File: src/sv/bkc_pkg.sv
// Package for the binary k-gram coverage check.
// Holds widths, the result record and the configuration register offsets.
// No dependencies.
`default_nettype none

package bkc_pkg;

    localparam int MAX_CODE_LEN_DEF = 10;
    localparam int CODE_LEN_W       = 4;
    localparam int DISTINCT_W       = 11;
    localparam int EPOCH_W          = 8;
    localparam int OUT_FIFO_DEPTH   = 4;
    localparam int APB_ADDR_W       = 3;
    localparam int APB_DATA_W       = 32;
    localparam int CODE_LEN_RESET   = 1;

    localparam logic [APB_ADDR_W-1:0] REG_CODE_LENGTH = APB_ADDR_W'(0);

    typedef struct packed {
        logic                  all_present;
        logic [DISTINCT_W-1:0] distinct_found;
    } result_t;

endpackage

`default_nettype wire

File: src/sv/bkc_cfg.sv
// APB register block of the binary k-gram coverage check.
// Holds the code length register. Uses bkc_pkg.
`default_nettype none

module bkc_cfg import bkc_pkg::*;
(
    input  wire logic                  clk,
    input  wire logic                  rst_n,
    input  wire logic                  psel,
    input  wire logic                  penable,
    input  wire logic                  pwrite,
    input  wire logic [APB_ADDR_W-1:0] paddr,
    input  wire logic [APB_DATA_W-1:0] pwdata,
    output logic      [APB_DATA_W-1:0] prdata,
    output logic                       pready,
    output logic      [CODE_LEN_W-1:0] code_length
);

    logic [CODE_LEN_W-1:0] code_length_reg;
    logic [CODE_LEN_W-1:0] code_length_next;
    logic                  sel_code_length;

    assign pready          = 1'b1;
    assign sel_code_length = ({paddr[APB_ADDR_W-1:2], 2'b00} == REG_CODE_LENGTH);

    always_comb
    begin
        code_length_next = code_length_reg;
        if (psel && penable && pwrite && pready && sel_code_length)
        begin
            code_length_next = pwdata[CODE_LEN_W-1:0];
        end
    end

    always_ff @(posedge clk or negedge rst_n)
    begin
        if (!rst_n)
        begin
            code_length_reg <= CODE_LEN_W'(CODE_LEN_RESET);
        end
        else
        begin
            code_length_reg <= code_length_next;
        end
    end

    assign prdata      = sel_code_length ? APB_DATA_W'(code_length_reg) : '0;
    assign code_length = code_length_reg;

endmodule

`default_nettype wire

File: config.mk
export PLATFORM = sky130hd
export DESIGN_NAME = bkc_cfg
export DESIGN_NICKNAME = d
export VERILOG_FILES = /design/src/sv/bkc_pkg.sv /design/src/sv/bkc_cfg.sv
export SDC_FILE = /design/constraint.sdc
export NUM_CORES = 1
export LEC_CHECK = 0
export BUFFER_PORTS_ARGS = -buffer_cell sky130_fd_sc_hd__buf_2
export CAP_MARGIN = 10
export CORE_MARGIN = 5
export CORE_UTILIZATION = 28
export CTS_CLUSTER_DIAMETER = 80
export DETAILED_ROUTE_END_ITERATION = 10
export GPL_ROUTABILITY_DRIVEN = 0
export GPL_TIMING_DRIVEN = 1
export HOLD_SLACK_MARGIN = 0.05
export PLACE_DENSITY = 0.84
export SETUP_SLACK_MARGIN = 0.02
export SLEW_MARGIN = 25
export SYNTH_ARGS = -nofsm -noshare
export SYNTH_HDL_FRONTEND = slang
export SYNTH_SLANG_ARGS = --single-unit
export TNS_END_PERCENT = 1
File: constraint.sdc
create_clock -name clk -period 1.8 [get_ports clk]
set_clock_uncertainty 0.2 [all_clocks]
set_input_delay 0 -clock clk [delete_from_list [all_inputs] [get_ports clk]]
set_output_delay 0 -clock clk [all_outputs]
set_load 0.02 [all_outputs]
; ---- Word-level counts from Yosys, hierarchy flattened
; Cells that the tools add are included.
[classes]
mux = 1
bitwise = 1
n_reduce_logical = 3
[ops]
columns = cell, n
row1 = 2-to-1 mux 4 bit, 1
row2 = logical AND 1 bit, 3
row3 = inverter 1 bit, 1
[word_totals]
reg_bits = 4
input_bits = 40
output_inout_bits = 37
wordCells = 6

; ---- Longest topological paths before layout
; Gate-level depths: netlist of run 1.
[depth]
depth_word = 3
ltp_mapped = 2
depth_no_buf = 2

; ---- Worst setup path before layout of run 1
; No wires, ideal clock.
[synth_path]
kind = register -> register
start = register, netlist name code_length[1]
end = register code_length_reg[1] (netlist: code_length[1])
setup_time_ps = 125
t_arrival_ps = 712
required_ps = 1475
path_slack_ps = 764
stages_incl_launch_ff = 2
n_path_buf = 0
period_less_slack_ps = 1036
path_cell_list = dfrtp_1 mux2_2
[synth_lines]
columns = item, line
row1 = end signal: assignment, bkc_cfg.sv:39  ; code_length_reg <= CODE_LEN_W'(CODE_LEN_RESET);
row2 = end signal: assignment, bkc_cfg.sv:43  ; code_length_reg <= code_length_next;
row3 = end: declaration, bkc_cfg.sv:19  ; logic [CODE_LEN_W-1:0] code_length_reg;

; ---- Final worst setup path of run 1
[layout_path]
start = input port pwdata[3]
end = register code_length_reg[3] (netlist: code_length[3])
[layout_lines]
columns = item, line
row1 = start: declaration, bkc_cfg.sv:13  ; input wire logic [APB_DATA_W-1:0] pwdata,
; No word-level cell between the ends.

==> flow_summary.ini, run 1 <==
[status]
status = complete, no violations

[yosys]
avgSynthCellArea_sq_um = 9.78
synthTopCellsByCount = buf_4 (29), and2b_2 (4), mux2_2 (4), dfrtp_1 (3), conb_1 (2)
yosysMostFrequentCell = buf_4
synth_top_area_cell = buf_4
synth_area_leaders = buf_4 (51%), dfrtp_1 (17%), mux2_2 (10%)
async_flop_share = 1.00
ys_seq_area_frac = 0.235
yosysWarnings = 0
synth_flop_cell = dfrtp_1
synth_cell_types = 7
ys_seq_elements = 4
synthesis.instances = 44
syn-cell-area_sq_um = 430
synth_top_area_share = 0.506
synth_edf_count = 0

[pwr]
pwr-share-comb = 0.470
ir_worst_vdd_mv = 0.164
p_seq_frac = 0.273
power.leakage_nw = 0.328
power_density_nw_per_um2 = 839
p_int_mw = 0.285
switchingPower_mw = 0.181
total_power_mw = 0.466
pwr-share-clk = 0.257
swShare = 0.388

[final_layout]
final_util = 0.373
largest_reg_flops = 4
fillCellCount = 148
diodes = 0
areaGrowthSynthToFinish_pct = 29.1
fin_nets = 115
drive_gt1_frac = 0.405

[die]
die_y_um = 49.2
rows = 14
design.core.area_sq_um = 1490
die_w_um = 49.2
initial_core_util = 0.289
die-area_sq_um = 2420
ios = 77

[cts]
clk_pin_slew_worst_paths_ns = 0.04
cts_max_level = 1
cts.path.max_buffers = 2
cts_hold_buf = 11
clockRootBuffer = clkbuf_4
cts.repair.resized = 0
cts_tree = yes
postCtsSetupBuffers = 0
numCtsBuffers = 3
clock-sinks = 4
clk_latency_ns = 0.23

[critical_path]
crit_path_max_incr_delay_ns = 0.56
path_class = input port to flop
crit_required_ns = 1.71
cp_slowest_cell = dlygate4sd3_1
path_cells = dlygate4sd3_1 -> buf_2 -> mux2_2 -> dlygate4sd3_1
crit_path_frequent_cell = dlygate4sd3_1
startpoint_type = input port
crit_family = buffers and inverters
arrival_ns = 1.46
path_buf_inv = 3
crit_fanout = 1
end_kind = flop

[detailed_routing]
vias = 300
drtIter0Drc = 0
ant_nets = 0
wl_um = 862
firstDrtPassIters = 1
drt-wirelength-per-cell_um = 9.58
vias_per_cell = 3.33
drc = 0

[grt]
grt.met3_usage = 0.0673
globalRouteTotalUtil = 0.0725
top_usage_layer = met2
grt_pass1_vias = 287
grt_use_met1 = 0.0368
grt_pass1_wl_um = 1290
grt-ovfl-total = 0
antenna_found_initial = 0
grt_max_degree = 6
met2_usage = 0.133

[sta]
setup_viol = 0
finalHoldViolations = 0
rsz0062_at_grt = false
fin_ws_ns = 0.249
max_freq_mhz = 645
post-route-period-util = 0.862
maxSlewViolCount = 0
finalCriticalPeriod_ns = 1.55
fin_tns_setup_ns = 0

[place]
dp_slack_ns = 0.807
port_buffers = 17
hpwl_um = 687

[job]
maxCapViolations = 0

[hold_path]
hold_class = input port to output port
## path summary, 6_finish.rpt
path	startpoint	end	slack (ns)	cells after the start
min in group asynchronous	rst_n	code_length[0]	0.58	3
worst min register to register	code_length[1]	code_length[1]	0.86	2
worst max-delay path	pwdata[3]	code_length[3]	0.25	4
worst max register to register	code_length[3]	code_length[3]	0.26	2
max in group asynchronous	rst_n	code_length[3]	0.26	4
worst min-delay path	paddr[2]	prdata[1]	0.27	3
## cells in the final DEF (no fill, tap or decap)
| master | netlist | final |
|---|---|---|
| mux2_2 | 4 | 4 |
| dlygate4sd3_1 | 0 | 11 |
| conb_1 | 2 | 29 |
| clkbuf_1 | 0 | 1 |
| and2b_2 | 4 | 4 |
| dfstp_2 | 1 | 1 |
| nand4b_4 | 1 | 1 |
| buf_2 | 0 | 17 |
| dfrtp_1 | 3 | 3 |
| clkbuf_4 | 0 | 3 |
## per-layer routing
layer | part of all wire | routed length (um)
met5 | 0 | 0
met4 | 0 | 0
met3 | 0.22 | 187
met2 | 0.58 | 497
met1 | 0.21 | 177
## worst register-to-register path, cell delays in order, from the launching register on
cell           delay, ns
dfrtp_1             0.39
mux2_2              0.27
dlygate4sd3_1       0.56
## logic make-up after synthesis
group                  synth area share
buffers and inverters             0.506
DFF                               0.235
muxes                             0.105
other                            0.0174
and+or+nand+nor                   0.137
## power groups by stage
stage                     registers [mW]  logic (mW)  clock network (mW)
final                              0.127       0.219               0.120
after CTS                          0.127       0.217               0.127
after detailed placement           0.129       0.177                   0
after global placement             0.125       0.174                   0
after floorplan                    0.152       0.149                   0
after global routing               0.129       0.234               0.135
## layout make-up
type	instances	area [sq um]	area share
well taps	16	20.0	0.0360
clock buffers	4	26.3	0.0473
multi-input cells	38	213	0.383
repair buffers	28	195	0.351
flip-flops and latches	4	101	0.182
## per-stage QoR
step                      hold slack, ns  instance area [sq um]  std cells
after floorplan                   -0.496                    532         71
after global placement            -0.393                    419         75
after detailed placement          -0.392                    419         75
after CTS                          0.270                    556         90
after global routing               0.284                    556         90
final                              0.269                    556         90
Power figures use the tool's default switching activity.
==> run 2: changes to the inputs <==
- BUFFER_PORTS_ARGS: -buffer_cell sky130_fd_sc_hd__buf_2 -> -buffer_cell sky130_fd_sc_hd__buf_4
==> flow_summary.ini, run 2 (synthesized netlist as in run 1, its figures left out) <==
[status]
status = complete, no violations

[die]
die_w_um = 49.2
ios = 77
design.core.area_sq_um = 1490
die_y_um = 49.2
die-area_sq_um = 2420
initial_core_util = 0.289
rows = 14

[sta]
fin_ws_ns = 0.231
finalHoldViolations = 0
fin_tns_setup_ns = 0
max_freq_mhz = 637
setup_viol = 0
finalCriticalPeriod_ns = 1.57
post-route-period-util = 0.872
maxSlewViolCount = 0
fin_hold_ws_ns = 0.245
rsz0062_at_grt = false

[critical_path]
rrSetupSlack_ns = 0.28
crit_family = buffers and inverters
worstReg2RegEnd = code_length[1]
path_buf_inv = 3
end_kind = flop
cp_slowest_cell = dlygate4sd3_1
r2r-start = code_length[1]
crit_path_max_incr_delay_ns = 0.56
crit_path_frequent_cell = dlygate4sd3_1
path_class = input port to flop
path_cells = dlygate4sd3_1 -> buf_4 -> mux2_2 -> dlygate4sd3_1
crit_fanout = 1
r2r_cells = 2
startpoint_type = input port
crit_required_ns = 1.71
arrival_ns = 1.48

[pwr]
pwr-share-comb = 0.497
power_density_nw_per_um2 = 814
p_int_mw = 0.308
ir_worst_vdd_mv = 0.202
swShare = 0.367
switchingPower_mw = 0.179
power.leakage_nw = 0.340
total_power_mw = 0.487
pwr-share-clk = 0.243
p_seq_frac = 0.259

[detailed_routing]
firstDrtPassIters = 2
drc = 0
wl_um = 810
ant_nets = 0
vias_per_cell = 3.31
drtIter0Drc = 1
drt-wirelength-per-cell_um = 9.00
vias = 298

[cts]
cts_max_level = 1
clk_pin_slew_worst_paths_ns = 0.04
cts.path.max_buffers = 2
clock-sinks = 4
cts_tree = yes
clockRootBuffer = clkbuf_4
cts.repair.resized = 0
postCtsSetupBuffers = 0
clk_latency_ns = 0.23
numCtsBuffers = 3

[grt]
grt_pass1_wl_um = 1230
globalRouteTotalUtil = 0.0687
grt_pass1_vias = 264
grt_max_degree = 6
antenna_found_initial = 0
grt-ovfl-total = 0

[place]
dp_slack_ns = 0.832
port_buffers = 17
hpwl_um = 656
place_inst = 75
place_area_sq_um = 462

[job]
maxCapViolations = 0

[final_layout]
largest_reg_flops = 4
layout_common_cells = conb_1 (29), buf_4 (17), dlygate4sd3_1 (11)
final_cell_area_sq_um = 598
final_cells = 90
areaGrowthSynthToFinish_pct = 39.0
final_util = 0.402
fin_nets = 115
diodes = 0
drive_gt1_frac = 0.405
final_common_cell = conb_1

[hold_path]
hold_class = input port to output port
hp-start = paddr[2]
holdPathStages = 3
min_to = prdata[0]
==> run 2: final cells by class <==
type,instances,area (sq um)
clock buffer,4,26.3
fill,148,891
multi-input combinational,38,213
sequential,4,101
tap,16,20.0
timing repair buffer,28,238
==> run 2: layer usage <==
layer / vias to the layer above / part of all wire / global-route usage
li1: 139 / - / -
met1: 130 / 0.23 / 0.0441
met2: 29 / 0.53 / 0.116
met3: 0 / 0.24 / 0.0612
met4: 0 / 0 / 0.0538
met5: - / 0 / 0
==> run 2: timing repair <==
item,4_1_cts,5_1_grt
hold buffers,10,1
hold endpoints to repair,8,1
endpoints found under the setup margin,0,0
==> run 2: worst max path at each step <==
stage / startpoint / end / cells past startpoint / slack [ns]
after floorplan: code_length[1] / code_length[1] / 1 / 0.76
after global placement: code_length[0] / prdata[0] / 2 / 0.83
after detailed placement: code_length[1] / code_length[1] / 1 / 0.83
after CTS: pwdata[3] / code_length[3] / 4 / 0.25
after global routing: pwdata[3] / code_length[3] / 4 / 0.22
final: pwdata[2] / code_length[2] / 4 / 0.23
==> run 2: worst register-to-register path, delay by kind of cell (launching register included) <==
family                 cells  cell delay, ns
multiplexers               1            0.27
flip-flops                 1            0.38
buffers and inverters      1            0.55
==> run 2: power groups by stage <==
stage	Clock [mW]	Sequential (mW)	Combinational, mW
2_1_floorplan	0	0.152	0.149
3_3_place_gp	0	0.127	0.198
3_5_place_dp	0	0.127	0.200
4_1_cts	0.126	0.126	0.239
5_1_grt	0.138	0.129	0.260
6_report	0.118	0.126	0.242
